--- config.mk ---
export PLATFORM = sky130hd
export DESIGN_NAME = sat_ctrl
export DESIGN_NICKNAME = d
export VERILOG_FILES = /design/src/rtl/sorted_address_table_core_macros.svh /design/src/rtl/sat_pkg.sv /design/src/rtl/sat_ctrl.sv
export SDC_FILE = /design/constraint.sdc
export NUM_CORES = 1
export LEC_CHECK = 0
export BUFFER_PORTS_ARGS = -buffer_cell sky130_fd_sc_hd__clkbuf_2
export CAP_MARGIN = 0
export CORE_AREA = 2 2 39 41
export CTS_BUF_LIST = sky130_fd_sc_hd__clkbuf_4 sky130_fd_sc_hd__clkbuf_8 sky130_fd_sc_hd__clkbuf_16
export DETAILED_ROUTE_END_ITERATION = 10
export DIE_AREA = 0 0 41 43
export PLACE_DENSITY = 0.49
export SLEW_MARGIN = 5
export SYNTH_ARGS = -nofsm -noshare
export SYNTH_HDL_FRONTEND = slang
export SYNTH_SLANG_ARGS = --single-unit
--- constraint.sdc ---
create_clock -name clk -period 3.1 [get_ports clk]
set_clock_uncertainty 0.15 [all_clocks]
set_input_delay 0.62 -clock clk [delete_from_list [all_inputs] [get_ports clk]]
set_output_delay 0.62 -clock clk [all_outputs]
set_load 0.02 [all_outputs]
--- src/rtl/sorted_address_table_core_macros.svh ---
// Assertion macros for the sorted address table.
`ifndef SORTED_ADDRESS_TABLE_CORE_MACROS_SVH
`define SORTED_ADDRESS_TABLE_CORE_MACROS_SVH
`define SAT_ASSERT_IMPL(label, clk, rst_n, ante, cons) \
	label: assert property (@(posedge clk) disable iff (!rst_n) (ante) |-> (cons)) \
		else $error("sorted address table check failed");
`define SAT_ASSERT_NEXT(label, clk, rst_n, ante, cons) \
	label: assert property (@(posedge clk) disable iff (!rst_n) (ante) |=> (cons)) \
		else $error("sorted address table check failed");
`endif

--- src/rtl/sat_pkg.sv ---
package sat_pkg;
	localparam int ADDR_W = 32;
	localparam int POS_W = 11;
	localparam int TAG_W = 16;
	localparam logic OP_INSERT = 1'b0;
	localparam logic OP_LOOKUP = 1'b1;
	localparam logic [1:0] ST_DONE = 2'd0;
	localparam logic [1:0] ST_DUP = 2'd1;
	localparam logic [1:0] ST_FULL = 2'd2;

	typedef struct packed {
		logic operation;
		logic [ADDR_W-1:0] address;
		logic [TAG_W-1:0] name_tag;
	} in_item_t;

	typedef struct packed {
		logic found;
		logic [POS_W-1:0] position;
		logic [TAG_W-1:0] tag_out;
		logic [1:0] status;
	} out_item_t;

	typedef enum logic [2:0] {
		S_IDLE, S_SEARCH, S_READ, S_CHECK, S_SHIFT_RD, S_SHIFT_WR, S_WRITE, S_OUT
	} state_t;

	typedef struct packed {
		logic load;
		logic search_init;
		logic search_read;
		logic search_step;
		logic probe_read;
		logic shift_read;
		logic shift_write;
		logic final_write;
		logic result_load;
	} cmd_t;

	typedef struct packed {
		logic search_done;
		logic hit;
		logic full;
		logic is_insert;
		logic shift_done;
	} sts_t;
endpackage

--- src/rtl/sat_ctrl.sv ---
module sat_ctrl
	import sat_pkg::*;
(
	input logic clk,
	input logic arst_n,
	input logic in_valid,
	output logic in_stall,
	output logic out_valid,
	input logic out_stall,
	input sts_t sts,
	output cmd_t cmd
);
	state_t state_q, state_d;

	always_ff @(posedge clk or negedge arst_n) begin
		if (!arst_n) begin
			state_q <= S_IDLE;
		end else begin
			state_q <= state_d;
		end
	end

	always_comb begin
		state_d = state_q;
		cmd = '0;
		in_stall = 1'b1;
		out_valid = 1'b0;
		unique case (state_q)
			S_IDLE: begin
				in_stall = 1'b0;
				if (in_valid) begin
					cmd.load = 1'b1;
					cmd.search_init = 1'b1;
					state_d = S_SEARCH;
				end
			end
			S_SEARCH: begin
				if (sts.search_done) begin
					cmd.probe_read = 1'b1;
					state_d = S_CHECK;
				end else begin
					cmd.search_read = 1'b1;
					state_d = S_READ;
				end
			end
			S_READ: begin
				cmd.search_step = 1'b1;
				state_d = S_SEARCH;
			end
			S_CHECK: begin
				if (sts.is_insert && !sts.hit && !sts.full) begin
					state_d = S_SHIFT_RD;
				end else begin
					cmd.result_load = 1'b1;
					state_d = S_OUT;
				end
			end
			S_SHIFT_RD: begin
				if (sts.shift_done) begin
					cmd.final_write = 1'b1;
					state_d = S_WRITE;
				end else begin
					cmd.shift_read = 1'b1;
					state_d = S_SHIFT_WR;
				end
			end
			S_SHIFT_WR: begin
				cmd.shift_write = 1'b1;
				state_d = S_SHIFT_RD;
			end
			S_WRITE: begin
				cmd.result_load = 1'b1;
				state_d = S_OUT;
			end
			S_OUT: begin
				out_valid = 1'b1;
				if (!out_stall) begin
					state_d = S_IDLE;
				end
			end
			default: state_d = S_IDLE;
		endcase
	end
endmodule

Word level (Yosys, flattened, before mapping)

Cells that the tools add are included.

Equality and inequality tests: 9
Muxes and demuxes: 22
Reduce and logical (&&, ||, !) cells: 6

Operators by type and width:

| operator                                                               | count |
|---|---|
| 3-bit case mux with 8 select lines                                     | 1 |
| 1-bit 2-to-1 mux                                                       | 14 |
| 3-bit equality test (second input constant)                            | 4 |
| 2-bit 2-to-1 mux                                                       | 4 |
| 3-bit by 2-bit equality test with 1-bit output (second input constant) | 2 |
| 3-bit 2-to-1 mux                                                       | 2 |
| 2-bit != test (second input constant)                                  | 2 |
| 3-bit by 1-bit equality test with 1-bit output (second input constant) | 1 |
| 3-bit logical NOT                                                      | 1 |
| 1-bit logical AND                                                      | 2 |
| 1-bit logical NOT                                                      | 2 |
| 1-bit case mux with 2 select lines                                     | 1 |
| 2-bit AND reduction                                                    | 1 |

Register bits: 3
Bits of input ports: 9
Word-level logic and storage cells: 38

Logic depth before layout (Yosys ltp)

Depth after elaboration: 5
Mapped depth: 4
Gate-level depth less buffers: 3

Worst setup path before layout

OpenSTA, ideal clock, no wires.

Path type: register to output
Start: register state_q[0]
End: output port cmd[8] (netlist name)
Data arrival time: 1457 ps
Required time: 2330 ps
Slack: 873 ps
Cell stages (with the launch flop): 4
Cells stage by stage: dfrtp_1 > or3_1 > nor2_1 > buf_4

RTL lines:

| what                     | RTL line       | text |
|---|---|---|
| start: declaration       | sat_ctrl.sv:13 | `state_t state_q, state_d;` |
| start signal: assignment | sat_ctrl.sv:19 | `state_q <= state_d;` |
| end: declaration         | sat_ctrl.sv:11 | `output cmd_t cmd` |

==> reports/qor.json <==
{
  "fin_nets": {"value": 64},
  "vias_in_the_first_global_route": {"value": 251},
  "synth.yosys.warnings": {"value": 0},
  "dp_slack": {"value": 0.911, "unit": "ns"},
  "die_width": {"value": 41, "unit": "um"},
  "post_route_cells_drive_above_1_share": {"value": 46.3, "unit": "%"},
  "synthesis.area": {"value": 285, "unit": "sq um"},
  "vias_per_cell": {"value": 4.47},
  "post-cts-setup-buffers": {"value": 0},
  "max-cap-violations": {"value": 0},
  "synthesis_to_finish_area_growth": {"value": 43.0, "unit": "%"},
  "min_period": {"value": 2.28, "unit": "ns"},
  "hold_buffers": {"value": 0},
  "drt_iter0_markers": {"value": 6},
  "netlist.top_cell.by_area": {"value": "sky130_fd_sc_hd__dfrtp_1"},
  "grtUsageTotal": {"value": 9.64, "unit": "%"},
  "crit_path_launch_type": {"value": "flip-flop"},
  "die_h": {"value": 43, "unit": "um"},
  "synthesis.nets": {"value": 44},
  "setup_repair_after_global_routing_missed_its_margin": {"value": "false"},
  "crit_type": {"value": "reg -> out"},
  "route.antenna.remaining_nets": {"value": 0},
  "routed_wire_per_std_cell": {"value": 9.63, "unit": "um"},
  "total_congestion_overflow": {"value": 0},
  "hold_violations": {"value": 0},
  "critical_path_arrival": {"value": 1.51, "unit": "ns"},
  "netlist-cell-type-count": {"value": 24},
  "postSynthRegisterBits": {"value": 3},
  "cts_htree_levels": {"value": 1},
  "post_cts_resized": {"value": 0},
  "slew-limit-headroom": {"value": 73.8, "unit": "%"},
  "coreArea": {"value": 1380, "unit": "sq um"},
  "largest_registers": {"value": "state_q (3)"},
  "num_rows": {"value": 14},
  "setup_total_negative_slack": {"value": 0, "unit": "ns"},
  "r2r_setup_slack": {"value": 1.71, "unit": "ns"},
  "tightestPinTransition": {"value": 0.394, "unit": "ns"},
  "finalWorstSetupSlack": {"value": 0.822, "unit": "ns"},
  "dieArea": {"value": 1760, "unit": "sq um"},
  "antenna_found_initial": {"value": 0},
  "cp-end-kind": {"value": "primary output"},
  "routabilityCongestion": {"value": 0.656},
  "crit_fanout": {"value": 15},
  "drt_pre_antenna_iters": {"value": 2},
  "setup_viol_count_final": {"value": 0},
  "netlist.area_leader.share": {"value": 26.3, "unit": "%"},
  "leak_pwr": {"value": 0.202, "unit": "nW"},
  "power.density_cell_area": {"value": 968, "unit": "nW/um^2"},
  "grt_max_degree": {"value": 17},
  "insertedDiodeCount": {"value": 0},
  "post_synth.cell_area_avg": {"value": 8.15, "unit": "sq um"},
  "register_ranked_first_by_flip_flop_count": {"value": "state_q"},
  "insertion_delay": {"value": 0.24, "unit": "ns"},
  "max_freq": {"value": 439, "unit": "MHz"},
  "critPathRequiredTime": {"value": 2.33, "unit": "ns"},
  "detail_route.drc_violations": {"value": 0},
  "via_count": {"value": 313},
  "timing_max_transition_violations_final": {"value": 0},
  "timing.rr.start": {"value": "state_q[1]"},
  "r2r_cells": {"value": 3},
  "cts_made_buffers": {"value": 3},
  "worst_hold_path_type": {"value": "in -> async"},
  "synth.yosys.seq_area_share": {"value": 26.3, "unit": "%"},
  "grt_first_pass_wirelength": {"value": 1.11, "unit": "mm"},
  "clock_root_buffer": {"value": "sky130_fd_sc_hd__clkbuf_4"},
  "reg2reg_to": {"value": "state_q[0]"},
  "placement.io_buffers": {"value": 19},
  "floorplan.initialDensity": {"value": 20.6, "unit": "%"},
  "design_power_total": {"value": 0.395, "unit": "mW"},
  "io-pin-count": {"value": 20},
  "run_status": {"value": "completed"},
  "peakVddDrop": {"value": 0.000226, "unit": "V"},
  "clock_sinks": {"value": 3},
  "largest_register_ffs": {"value": 3},
  "clock_path_buffers": {"value": 2},
  "worst_setup_hold_path_clk_slew": {"value": 0.04, "unit": "ns"},
  "tritoncts": {"value": "yes"},
  "post-route-period-util": {"value": 73.5, "unit": "%"},
  "drt-total-wl": {"value": 674, "unit": "um"},
  "yosys-top-cells-area": {"value": "sky130_fd_sc_hd__dfrtp_1 26%, sky130_fd_sc_hd__nand2b_1 6.6%, sky130_fd_sc_hd__nor4b_1 6.1%, sky130_fd_sc_hd__nor2_1 5.3%, sky130_fd_sc_hd__a31oi_1 4.4%"},
  "synthesis.instances": {"value": 35}
}
==> final cells by class <==
cell class              instances  area [sq um]
flip-flops and latches          3          75.1
clock buffers                   4          30.0
inverters                       1          3.75
repair buffers                 19          95.1
fillers                       159           976
multi-input cells              27           184
well taps                      16          20.0
==> kinds of logic after synthesis <==
kind of cell / Yosys count / synth area share (%)
AO/OA/AOI/OAI: 7 / 17.5
buffers and inverters: 5 / 9.21
flip-flops: 3 / 26.3
AND/OR/NAND/NOR: 20 / 46.9
==> per-layer routing <==
metal	GRT usage [%]	up-vias	routed length, um
met5	0	-	0
met4	8.00	0	17
met3	3.14	2	62
met2	12.2	14	287
met1	12.5	132	306
li1	-	165	-
==> synthesized netlist by cell type <==
cell	count
sky130_fd_sc_hd__buf_2	2
sky130_fd_sc_hd__a31oi_1	2
sky130_fd_sc_hd__o21ai_0	1
sky130_fd_sc_hd__dfrtp_1	3
sky130_fd_sc_hd__or3b_4	1
sky130_fd_sc_hd__inv_1	1
sky130_fd_sc_hd__nand3b_1	1
sky130_fd_sc_hd__nor2_1	4
sky130_fd_sc_hd__and4bb_2	1
sky130_fd_sc_hd__nor4bb_1	1
sky130_fd_sc_hd__o221a_1	1
sky130_fd_sc_hd__o221ai_1	1
sky130_fd_sc_hd__and3_1	1
sky130_fd_sc_hd__nand2_1	2
sky130_fd_sc_hd__and2_1	1
sky130_fd_sc_hd__a21boi_0	1
sky130_fd_sc_hd__nor2b_1	1
sky130_fd_sc_hd__and3b_1	1
sky130_fd_sc_hd__nand2b_1	3
sky130_fd_sc_hd__a21oi_1	1
sky130_fd_sc_hd__or3_1	1
sky130_fd_sc_hd__clkbuf_2	1
sky130_fd_sc_hd__nor4b_1	2
sky130_fd_sc_hd__buf_4	1
==> layout by cell type, fill, tap and decap left out, drive strengths merged, types with 2 or more instances in the layout <==
| cell type | instances |
|---|---|
| nor4b | 2 |
| nand2 | 2 |
| a31oi | 2 |
| nor2 | 4 |
| clkbuf | 23 |
| nand2b | 3 |
| dfrtp | 3 |
==> power by group <==
group          switching [mW]  internal [mW]  total [mW]
Sequential             0.0638         0.0584       0.122
Combinational           0.100         0.0936       0.194
Clock                  0.0216         0.0570      0.0786
Total                   0.186          0.209       0.395
==> worst max path at each step <==
stage / cells after the start / start / end / slack, ns
after floorplan: 3 / state_q[0] / cmd[8] / 0.87
after global placement: 5 / sts[3] / cmd[0] / 0.92
after detailed placement: 5 / sts[3] / cmd[0] / 0.91
after CTS: 3 / state_q[0] / cmd[7] / 0.82
after global routing: 3 / state_q[1] / cmd[8] / 0.69
final: 3 / state_q[1] / cmd[7] / 0.82
==> per-stage QoR <==
stage | utilization (%) | instances | cell area, sq um | hold WS, ns
2_1_floorplan | - | 35 | 285 | 0.174
3_3_place_gp | 27.3 | 66 | 378 | 0.269
3_5_place_dp | 27.3 | 66 | 378 | 0.267
4_1_cts | 29.5 | 70 | 408 | 0.0137
5_1_grt | 29.5 | 70 | 408 | 0.0195
6_report | 29.5 | 70 | 408 | 0.0190
==> critical path: stages, from the launching register on <==
cell                       delay [ns]
sky130_fd_sc_hd__dfrtp_1         0.51
sky130_fd_sc_hd__or3_1           0.43
sky130_fd_sc_hd__nor2_1          0.14
sky130_fd_sc_hd__clkbuf_2        0.19
(Power assumes the default switching activity.)
